File: src/hw/rtl/pscr_pkg.sv
`timescale 1ns / 1ps

package pscr_pkg;

  localparam int ID_W     = 10;
  localparam int SLOT_W   = 4;
  localparam int DUR_W    = 32;
  localparam int SR_W     = 20;
  localparam int ACT_W    = 5;
  localparam int TOT_W    = 48;
  localparam int RATE_W   = 40;
  localparam int FRAC_W   = 8;
  localparam int CMD_W    = 2;
  localparam int CFG_IDX_W = 1;

  localparam logic [RATE_W-1:0] RATE_MAX = {RATE_W{1'b1}};
  localparam logic [TOT_W-1:0]  TOT_MAX  = {TOT_W{1'b1}};

  localparam logic [CMD_W-1:0] CMD_SPIKE  = 2'd0;
  localparam logic [CMD_W-1:0] CMD_CLOSE  = 2'd1;
  localparam logic [CMD_W-1:0] CMD_REPORT = 2'd2;
  localparam logic [CMD_W-1:0] CMD_LOAD   = 2'd3;

  localparam logic [CFG_IDX_W-1:0] CFG_SAMPLING_RATE = 1'd0;
  localparam logic [CFG_IDX_W-1:0] CFG_ACTIVE_CELLS  = 1'd1;

  localparam logic [SR_W-1:0]  SR_RESET  = 20'd20000;
  localparam logic [ACT_W-1:0] ACT_RESET = 5'd16;

endpackage

File: src/hw/rtl/pscr_ram.sv
`timescale 1ns / 1ps

module pscr_ram #(
  parameter int WIDTH = 8,
  parameter int DEPTH = 16
) (
  input  logic                                   clk,
  input  logic                                   we,
  input  logic [(DEPTH > 1 ? $clog2(DEPTH) : 1)-1:0] waddr,
  input  logic [WIDTH-1:0]                       wdata,
  input  logic                                   re,
  input  logic [(DEPTH > 1 ? $clog2(DEPTH) : 1)-1:0] raddr,
  output logic [WIDTH-1:0]                       rdata
);

  logic [WIDTH-1:0] mem [DEPTH];
  logic [WIDTH-1:0] rdata_r;

  always_ff @(posedge clk) begin
    if (we) begin
      mem[waddr] <= wdata;
    end
    if (re) begin
      rdata_r <= mem[raddr];
    end
  end

  assign rdata = rdata_r;

endmodule

File: src/hw/rtl/pscr_rate_div.sv
`timescale 1ns / 1ps

// shift-add multiply count*sr, then restoring divide of (product << 8) by den
module pscr_rate_div #(
  parameter int COUNT_WIDTH = 32
) (
  input  logic                          clk,
  input  logic                          rst_n,
  input  logic                          start,
  input  logic [COUNT_WIDTH-1:0]        count,
  input  logic [pscr_pkg::SR_W-1:0]     sr,
  input  logic [pscr_pkg::TOT_W-1:0]    den,
  output logic                          done,
  output logic [pscr_pkg::RATE_W-1:0]   rate
);

  localparam int PW     = COUNT_WIDTH + pscr_pkg::SR_W;
  localparam int NW     = PW + pscr_pkg::FRAC_W;
  localparam int STEP_W = $clog2(NW + 1);
  localparam int TW     = pscr_pkg::TOT_W;
  localparam int RW     = pscr_pkg::RATE_W;

  localparam logic [1:0] U_IDLE = 2'd0;
  localparam logic [1:0] U_MUL  = 2'd1;
  localparam logic [1:0] U_DIV  = 2'd2;

  logic [1:0]                ust_r, ust_nxt;
  logic [STEP_W-1:0]         step_r, step_nxt;
  logic [PW-1:0]             acc_r, acc_nxt;
  logic [COUNT_WIDTH-1:0]    mc_r, mc_nxt;
  logic [pscr_pkg::SR_W-1:0] mlt_r, mlt_nxt;
  logic [TW-1:0]             den_r, den_nxt;
  logic [TW-1:0]             rem_r, rem_nxt;
  logic [NW-1:0]             num_r, num_nxt;
  logic [NW-1:0]             q_r, q_nxt;
  logic                      done_r, done_nxt;

  logic [PW-1:0]   mul_sum;
  logic [TW:0]     sh;
  logic [TW:0]     diff;
  logic [NW+RW-1:0] q_ext;

  assign mul_sum = {acc_r[PW-2:0], 1'b0} + (mlt_r[pscr_pkg::SR_W-1] ? PW'(mc_r) : '0);
  assign sh      = {rem_r, num_r[NW-1]};
  assign diff    = sh - {1'b0, den_r};

  always_comb begin
    ust_nxt  = ust_r;
    step_nxt = step_r;
    acc_nxt  = acc_r;
    mc_nxt   = mc_r;
    mlt_nxt  = mlt_r;
    den_nxt  = den_r;
    rem_nxt  = rem_r;
    num_nxt  = num_r;
    q_nxt    = q_r;
    done_nxt = 1'b0;
    case (ust_r)
      U_IDLE: begin
        if (start) begin
          mc_nxt   = count;
          mlt_nxt  = sr;
          den_nxt  = den;
          acc_nxt  = '0;
          step_nxt = '0;
          ust_nxt  = U_MUL;
        end
      end
      U_MUL: begin
        acc_nxt  = mul_sum;
        mlt_nxt  = {mlt_r[pscr_pkg::SR_W-2:0], 1'b0};
        step_nxt = step_r + 1'b1;
        if (step_r == STEP_W'(pscr_pkg::SR_W - 1)) begin
          num_nxt  = {mul_sum, {pscr_pkg::FRAC_W{1'b0}}};
          rem_nxt  = '0;
          q_nxt    = '0;
          step_nxt = '0;
          ust_nxt  = U_DIV;
        end
      end
      U_DIV: begin
        num_nxt  = {num_r[NW-2:0], 1'b0};
        step_nxt = step_r + 1'b1;
        if (!diff[TW]) begin
          rem_nxt = diff[TW-1:0];
          q_nxt   = {q_r[NW-2:0], 1'b1};
        end else begin
          rem_nxt = sh[TW-1:0];
          q_nxt   = {q_r[NW-2:0], 1'b0};
        end
        if (step_r == STEP_W'(NW - 1)) begin
          done_nxt = 1'b1;
          ust_nxt  = U_IDLE;
        end
      end
      default: ust_nxt = U_IDLE;
    endcase
  end

  always_ff @(posedge clk) begin
    if (!rst_n) begin
      ust_r  <= U_IDLE;
      done_r <= 1'b0;
    end else begin
      ust_r  <= ust_nxt;
      done_r <= done_nxt;
    end
    step_r <= step_nxt;
    acc_r  <= acc_nxt;
    mc_r   <= mc_nxt;
    mlt_r  <= mlt_nxt;
    den_r  <= den_nxt;
    rem_r  <= rem_nxt;
    num_r  <= num_nxt;
    q_r    <= q_nxt;
  end

  assign q_ext = {{RW{1'b0}}, q_r};
  assign done  = done_r;
  assign rate  = (|q_ext[NW+RW-1:RW]) ? pscr_pkg::RATE_MAX : q_ext[RW-1:0];

endmodule

File: src/hw/rtl/per_cell_spike_rate_counter.sv
`timescale 1ns / 1ps

// Load and close: handled in IDLE. Spike: steps through the active_limit active slots,
//   one slot per cycle through the cell table and count RAM read ports.
// Report: per slot, a table/count read, then the serial multiply/divide unit (skipped when
//   total time is zero), plus output stall; one transaction at a time.
// Reset (sync, rst_n low): counts and total cleared, config to defaults,
//   cell table undefined until loaded.
module per_cell_spike_rate_counter #(
  parameter int NUM_CELLS   = 16,
  parameter int COUNT_WIDTH = 32
) (
  input  logic                              clk,
  input  logic                              rst_n,
  input  logic                              in_valid,
  output logic                              in_ready,
  input  logic [pscr_pkg::CMD_W-1:0]        in_cmd,
  input  logic [pscr_pkg::ID_W-1:0]         in_cluster_id,
  input  logic [pscr_pkg::SLOT_W-1:0]       in_slot,
  input  logic [pscr_pkg::DUR_W-1:0]        in_duration,
  output logic                              out_valid,
  input  logic                              out_ready,
  output logic [pscr_pkg::SLOT_W-1:0]       out_cell_slot,
  output logic [pscr_pkg::RATE_W-1:0]       out_rate_q8,
  output logic                              out_no_time,
  output logic                              out_last,
  input  logic                              cfg_we,
  input  logic [pscr_pkg::CFG_IDX_W-1:0]    cfg_index,
  input  logic [pscr_pkg::SR_W-1:0]         cfg_wdata
);

  localparam int IDX_W = NUM_CELLS > 1 ? $clog2(NUM_CELLS) : 1;
  localparam int CNT_W = $clog2(NUM_CELLS + 1);
  localparam int TW    = pscr_pkg::TOT_W;
  localparam logic [COUNT_WIDTH-1:0] COUNT_MAX = {COUNT_WIDTH{1'b1}};

  localparam logic [2:0] S_IDLE = 3'd0;
  localparam logic [2:0] S_SPK  = 3'd1;
  localparam logic [2:0] S_RRD  = 3'd2;
  localparam logic [2:0] S_RCAP = 3'd3;
  localparam logic [2:0] S_RDIV = 3'd4;
  localparam logic [2:0] S_ROUT = 3'd5;

  logic [2:0]                    state_r, state_nxt;
  logic [CNT_W-1:0]              i_r, i_nxt;
  logic [pscr_pkg::ID_W-1:0]     id_r, id_nxt;
  logic                          pend_r, pend_nxt;
  logic [IDX_W-1:0]              widx_r, widx_nxt;
  logic                          vld_q_r, vld_q_nxt;
  logic [TW-1:0]                 total_r, total_nxt;
  logic [pscr_pkg::SR_W-1:0]     sr_r, sr_nxt;
  logic [pscr_pkg::ACT_W-1:0]    act_r, act_nxt;
  logic [NUM_CELLS-1:0]          cnt_vld_r, cnt_vld_nxt;
  logic [pscr_pkg::RATE_W-1:0]   rate_hold_r, rate_hold_nxt;
  logic                          out_valid_r, out_valid_nxt;
  logic [pscr_pkg::SLOT_W-1:0]   out_slot_r, out_slot_nxt;
  logic [pscr_pkg::RATE_W-1:0]   out_rate_r, out_rate_nxt;
  logic                          out_nt_r, out_nt_nxt;
  logic                          out_last_r, out_last_nxt;

  logic [CNT_W-1:0]              lim;
  logic                          in_acc;
  logic                          out_free;
  logic                          total_zero;
  logic [TW:0]                   tot_sum;

  logic                          tbl_we;
  logic                          rd_en;
  logic [pscr_pkg::ID_W-1:0]     tbl_rdata;
  logic                          cnt_we;
  logic [COUNT_WIDTH-1:0]        cnt_wdata;
  logic [COUNT_WIDTH-1:0]        cnt_rdata;
  logic [COUNT_WIDTH-1:0]        cnt_cur;
  logic [IDX_W-1:0]              ridx;

  logic                          div_start;
  logic                          div_done;
  logic [pscr_pkg::RATE_W-1:0]   div_rate;

  assign lim        = (32'(act_r) > NUM_CELLS) ? CNT_W'(NUM_CELLS) : CNT_W'(act_r);
  assign in_ready   = (state_r == S_IDLE);
  assign in_acc     = in_valid && in_ready;
  assign out_free   = !out_valid_r || out_ready;
  assign total_zero = (total_r == '0);
  assign tot_sum    = {1'b0, total_r} + (TW + 1)'(in_duration);
  assign ridx       = i_r[IDX_W-1:0];
  assign cnt_cur    = vld_q_r ? cnt_rdata : '0;

  assign tbl_we = in_acc && (in_cmd == pscr_pkg::CMD_LOAD) && (32'(in_slot) < NUM_CELLS);
  assign rd_en  = ((state_r == S_SPK) && (i_r < lim)) || (state_r == S_RRD);

  pscr_ram #(
    .WIDTH (pscr_pkg::ID_W),
    .DEPTH (NUM_CELLS)
  ) u_tbl (
    .clk   (clk),
    .we    (tbl_we),
    .waddr (IDX_W'(in_slot)),
    .wdata (in_cluster_id),
    .re    (rd_en),
    .raddr (ridx),
    .rdata (tbl_rdata)
  );

  pscr_ram #(
    .WIDTH (COUNT_WIDTH),
    .DEPTH (NUM_CELLS)
  ) u_cnt (
    .clk   (clk),
    .we    (cnt_we),
    .waddr (widx_r),
    .wdata (cnt_wdata),
    .re    (rd_en),
    .raddr (ridx),
    .rdata (cnt_rdata)
  );

  pscr_rate_div #(
    .COUNT_WIDTH (COUNT_WIDTH)
  ) u_div (
    .clk   (clk),
    .rst_n (rst_n),
    .start (div_start),
    .count (cnt_cur),
    .sr    (sr_r),
    .den   (total_r),
    .done  (div_done),
    .rate  (div_rate)
  );

  always_comb begin
    state_nxt     = state_r;
    i_nxt         = i_r;
    id_nxt        = id_r;
    pend_nxt      = 1'b0;
    widx_nxt      = widx_r;
    vld_q_nxt     = vld_q_r;
    total_nxt     = total_r;
    sr_nxt        = sr_r;
    act_nxt       = act_r;
    cnt_vld_nxt   = cnt_vld_r;
    rate_hold_nxt = rate_hold_r;
    out_valid_nxt = out_valid_r;
    out_slot_nxt  = out_slot_r;
    out_rate_nxt  = out_rate_r;
    out_nt_nxt    = out_nt_r;
    out_last_nxt  = out_last_r;
    cnt_we        = 1'b0;
    cnt_wdata     = cnt_cur + 1'b1;
    div_start     = 1'b0;

    if (cfg_we) begin
      case (cfg_index)
        pscr_pkg::CFG_SAMPLING_RATE: sr_nxt  = cfg_wdata;
        pscr_pkg::CFG_ACTIVE_CELLS:  act_nxt = cfg_wdata[pscr_pkg::ACT_W-1:0];
        default: ;
      endcase
    end

    if (out_valid_r && out_ready) begin
      out_valid_nxt = 1'b0;
    end

    if (rd_en) begin
      vld_q_nxt = cnt_vld_r[ridx];
    end

    case (state_r)
      S_IDLE: begin
        if (in_acc) begin
          case (in_cmd)
            pscr_pkg::CMD_SPIKE: begin
              id_nxt    = in_cluster_id;
              i_nxt     = '0;
              state_nxt = S_SPK;
            end
            pscr_pkg::CMD_CLOSE: begin
              total_nxt = tot_sum[TW] ? pscr_pkg::TOT_MAX : tot_sum[TW-1:0];
            end
            pscr_pkg::CMD_REPORT: begin
              i_nxt = '0;
              if (lim == '0) begin
                cnt_vld_nxt = '0;
                total_nxt   = '0;
              end else begin
                state_nxt = S_RRD;
              end
            end
            default: ;
          endcase
        end
      end
      S_SPK: begin
        if (i_r < lim) begin
          pend_nxt = 1'b1;
          widx_nxt = ridx;
          i_nxt    = i_r + 1'b1;
        end else if (!pend_r) begin
          state_nxt = S_IDLE;
        end
        if (pend_r && (tbl_rdata == id_r) && (cnt_cur != COUNT_MAX)) begin
          cnt_we              = 1'b1;
          cnt_vld_nxt[widx_r] = 1'b1;
        end
      end
      S_RRD: begin
        state_nxt = S_RCAP;
      end
      S_RCAP: begin
        if (total_zero) begin
          rate_hold_nxt = pscr_pkg::RATE_MAX;
          state_nxt     = S_ROUT;
        end else begin
          div_start = 1'b1;
          state_nxt = S_RDIV;
        end
      end
      S_RDIV: begin
        if (div_done) begin
          rate_hold_nxt = div_rate;
          state_nxt     = S_ROUT;
        end
      end
      S_ROUT: begin
        if (out_free) begin
          out_valid_nxt = 1'b1;
          out_slot_nxt  = pscr_pkg::SLOT_W'(i_r);
          out_rate_nxt  = rate_hold_r;
          out_nt_nxt    = total_zero;
          out_last_nxt  = (i_r + 1'b1 == lim);
          if (i_r + 1'b1 == lim) begin
            cnt_vld_nxt = '0;
            total_nxt   = '0;
            state_nxt   = S_IDLE;
          end else begin
            i_nxt     = i_r + 1'b1;
            state_nxt = S_RRD;
          end
        end
      end
      default: state_nxt = S_IDLE;
    endcase
  end

  always_ff @(posedge clk) begin
    if (!rst_n) begin
      state_r     <= S_IDLE;
      pend_r      <= 1'b0;
      total_r     <= '0;
      sr_r        <= pscr_pkg::SR_RESET;
      act_r       <= pscr_pkg::ACT_RESET;
      cnt_vld_r   <= '0;
      out_valid_r <= 1'b0;
    end else begin
      state_r     <= state_nxt;
      pend_r      <= pend_nxt;
      total_r     <= total_nxt;
      sr_r        <= sr_nxt;
      act_r       <= act_nxt;
      cnt_vld_r   <= cnt_vld_nxt;
      out_valid_r <= out_valid_nxt;
    end
    i_r         <= i_nxt;
    id_r        <= id_nxt;
    widx_r      <= widx_nxt;
    vld_q_r     <= vld_q_nxt;
    rate_hold_r <= rate_hold_nxt;
    out_slot_r  <= out_slot_nxt;
    out_rate_r  <= out_rate_nxt;
    out_nt_r    <= out_nt_nxt;
    out_last_r  <= out_last_nxt;
  end

  assign out_valid     = out_valid_r;
  assign out_cell_slot = out_slot_r;
  assign out_rate_q8   = out_rate_r;
  assign out_no_time   = out_nt_r;
  assign out_last      = out_last_r;

endmodule

File: config.mk
export PLATFORM = sky130hd
export DESIGN_NAME = per_cell_spike_rate_counter
export DESIGN_NICKNAME = d
export VERILOG_FILES = /design/src/hw/rtl/pscr_pkg.sv /design/src/hw/rtl/pscr_ram.sv /design/src/hw/rtl/pscr_rate_div.sv /design/src/hw/rtl/per_cell_spike_rate_counter.sv
export SDC_FILE = /design/constraint.sdc
export NUM_CORES = 2
export LEC_CHECK = 0
export BUFFER_PORTS_ARGS = -buffer_cell sky130_fd_sc_hd__buf_2
export CORE_UTILIZATION = 30
export DETAILED_ROUTE_END_ITERATION = 10
export GPL_TIMING_DRIVEN = 0
export PLACE_DENSITY_LB_ADDON = 0.15
export SYNTH_ARGS = -nofsm -noshare
export SYNTH_HDL_FRONTEND = slang
export SYNTH_SLANG_ARGS = --single-unit
File: constraint.sdc
create_clock -name clk -period 15.1 [get_ports clk]
set_input_delay 0.755 -clock clk [delete_from_list [all_inputs] [get_ports clk]]
set_output_delay 0.755 -clock clk [all_outputs]
set_load 0.05 [all_outputs]
==> run summary <==
R2R cell count - 19
Adder-Cell Fraction of Synth Area - 0.02945
Post-synth EDFFs - 1,137
FF-to-FF Start - vld_q_r$_DFFE_PP_
Worst path arrival time - 8.92 ns
Hold Path Class - primary input to flop
Final wirelength - 141.0 mm
Worst hold stages - 3
Worst-Margin Slew - 1.388 ns
Gr busiest metal - met2
Initial DRC count - 2,157
Global-route wire length before repair - 210.4 mm
Gp weighted congestion - 0.8046
Skew-Pair Late Insertion Delay - 0.77 ns
Warnings, synthesis - 0
CTS clk-pin slew, worst paths - 0.06 ns
Simple-gate portion of the synthesized area - 0.09050
RSZ-0062 raised after global routing - no
Largest net degree at the start of global routing - 50
DRC Markers - 0
Die area - 0.1827 mm²
Row count - 155
Fin util - 0.3551
Worst setup SP type - flop
Min-Delay Endpoint - sr_r[11]$_SDFFE_PN1P_
Cts bufs inserted - 138
R2r setup slk - 6.70 ns
Hold WS - 0.2026 ns
Die height - 427.4 µm
Total congestion overflow - 0
Main synth FF type - edfxtp_1
CP Capture Type - flop
Largest family of logic cells by synthesized area - multiplexers
Layout cell share with drive strength beyond 1 - 0.1737
Post-CTS setup buffers - 0
CTS sink cnt - 1,234
CTS tree - yes
Post-route antenna net violation count - 0
Post-synth top area share - 0.6289
Final hold vios - 0
Leakage power - 0.02168 µW
Post-Synth XOR/XNOR Area - 0.02662
Via count - 31,260
M3 GR Usage - 0.02580
Slowest CP cell - clkbuf_1
Port bufs - 121
Met2 Use GR - 0.2578
Post-synth cell types - 86
Final cell count without fillers - 6,397
Clk buf depth - 3
FMAX - 0.1191 GHz
DPL Wire Length - 96.63 mm
Pre-CTS WS - 6.513 ns
Layout area overhead - 17.07%
Root Driver - clkbuf_16
Max-cap violations - 0
Placed cell area - 0.05891 mm²
Number of global-route vias before repair - 32,000
Placed insts - 6,145
Slew HR - 0.06639
Fin crit period - 8.395 ns
CTS resizes - 0
Chip Width - 427.4 µm
Critical path type - flop to flop
Synthesized area per cell - 15.01 µm²
Status - finished clean
Critical Path Fanout Max - 17
Synth top area cells - edfxtp_1 63%, mux4_2 8.9%, dfxtp_1 3.6%, ha_1 2.8%, and2_1 1.9%
Complex-gate fraction of the synthesized area - 0.06718
M1 GR Usage - 0.2101
Bufs and invs on worst path - 8
WL per Instance - 22.05 µm
Post-synth net total - 3,817
Cell area after synthesis - 0.05429 mm²
Synth Instances - 3,617
Diode count - 0
Initial antenna violation count - 2
Fin crit share - 0.5560
Final instance area - 0.06356 mm²
Via density - 4.886
Global-route usage over all layers - 0.1548
Commonest non-fill, non-tap cells in the layout - 1,137 x edfxtp_1, 270 x nand2_1, 215 x mux4_2
Clock skew - 0.03306 ns
Number of synthesized register bits - 1,234
Initial core utilization - 0.3033
Sequential area share after synthesis - 0.6646
Worst path required time - 15.63 ns
Worst setup margin - 6.705 ns
Hold_buf cts - 0
# IOs - 122
Commonest non-fill, non-tap cell in the layout - edfxtp_1
H-tree depth - 4
DRT Pass-1 Iters - 5
Nets - 4,131
Ys async rst share - 0
Hold path start - cfg_wdata[11]
Delay-heaviest family, CP - buffers and inverters
Core area - 0.1790 mm²
Cell taking the most area after synthesis - edfxtp_1
Slowest stage delay, CP - 0.82 ns
Power Density - 135.0 mW/mm²
Cells along the critical path - buf_2, clkbuf_1, clkbuf_1, clkbuf_1, nand2_1, inv_1, ha_1, nand2_1, nor3_1, and3_1, nand4_1, nor2_1, a311o_1, nor3_1, nand3_1, nor3_2, buf_6, buf_6, buf_6
Final Slew Violations - 0
RR Endpoint - u_cnt.mem[3][9]$_DFFE_PP_
Filler Cell Count - 17,150
Peak VDD IR - 0.09494 mV
Finish-stage setup viols - 0
Post-synthesis mux area share - 0.1035
## per-layer routing
layer | vias up | routed length (µm) | share of wire
met4 | 2 | 2398 | 0.017
met3 | 185 | 5376 | 0.038
met1 | 15970 | 64910 | 0.46
met5 | - | 13 | 0.000092
met2 | 565 | 68330 | 0.48
li1 | 14530 | - | -
## worst max path at each step
stage | from | endpoint | slack [ns] | depth (start not counted)
after floorplan | u_div.ust_r[0]$_SDFFE_PN0P_ | u_div.num_r[10]$_DFFE_PP_ | 5.59 | 6
after global placement | u_div.ust_r[0]$_SDFFE_PN0P_ | u_div.rem_r[35]$_SDFFCE_PN0P_ | -0.12 | 6
after detailed placement | vld_q_r$_DFFE_PP_ | u_cnt.mem[3][10]$_DFFE_PP_ | 6.51 | 19
after CTS | vld_q_r$_DFFE_PP_ | u_cnt.mem[3][9]$_DFFE_PP_ | 6.48 | 19
after global routing | vld_q_r$_DFFE_PP_ | u_cnt.mem[3][16]$_DFFE_PP_ | 6.44 | 19
final | vld_q_r$_DFFE_PP_ | u_cnt.mem[3][9]$_DFFE_PP_ | 6.70 | 19
## registers in the layout, indices dropped and copies added, names as in the netlist, 5 cells and up
name / count
id_r: 10
u_cnt.mem: 512
u_div.step_r: 6
act_r: 5
u_div.mc_r: 32
u_div.num_r: 52
sr_r: 20
u_div.rem_r: 48
rate_hold_r: 40
i_r: 5
u_div.acc_r: 51
u_div.den_r: 48
u_div.mlt_r: 20
cnt_vld_r: 16
total_r: 48
out_rate_q8: 40
u_tbl.rdata: 10
u_cnt.rdata: 32
u_tbl.mem: 160
u_div.q_r: 60
## metrics by stage
step                setup TNS, ns  total power (µW)
floorplan                       0              4805
global placement           -17.19              5231
detailed placement              0              5249
CTS                             0              8720
global route                    0              8925
finish                          0              8583
## worst register-to-register path, delay by kind of cell, from the launching register on
family | cells | cell delay [ns]
buffers and inverters | 8 | 3.66
adder cells (fa/ha/maj) | 1 | 0.33
AO/OA/AOI/OAI | 1 | 0.33
AND/OR/NAND/NOR | 9 | 3.27
flip-flops | 1 | 0.56
## logic make-up after synthesis
kind of cell,after synthesis
adder cells (fa/ha/maj),126
AO/OA/AOI/OAI,564
XOR/XNOR,165
buffers and inverters,250
flip-flops,1234
multiplexers,287
AND/OR/NAND/NOR,991
## final cells by class
cell class | count | area (µm²) | area share
flip-flops and latches | 1234 | 36080 | 0.5677
multi-input cells | 2133 | 17430 | 0.2742
clock buffers | 173 | 3679 | 0.05787
well taps | 2355 | 2947 | 0.04636
repair buffers | 174 | 1481 | 0.02331
clock inverters | 78 | 957.2 | 0.01506
plain buffers | 155 | 626.9 | 0.009862
inverters | 95 | 356.6 | 0.005610
## power breakdown
group | leakage (µW) | internal, µW | switching, µW | total [µW]
clock network | 0.00224 | 1990 | 1440 | 3440
registers | 0.0111 | 3920 | 61.0 | 3980
logic | 0.00829 | 467 | 697 | 1160
total | 0.0217 | 6380 | 2200 | 8580
## cells in the mapped netlist (29+ instances only)
cell      count
nand2b_1     63
mux4_2      215
nor2b_1      30
nand2_1     270
edfxtp_1   1137
a21o_1       72
o21ai_0     144
mux2i_1      29
mux2_2       42
dfxtp_1      97
nor3_1       34
ha_1        123
nand3_1      84
nand4_1      32
xor2_1       70
xnor2_1      95
a21oi_1     154
nor2_1      210
clkbuf_1    119
and2_1      162
inv_1        94
and3_1       29
(Power assumes the default switching activity.)
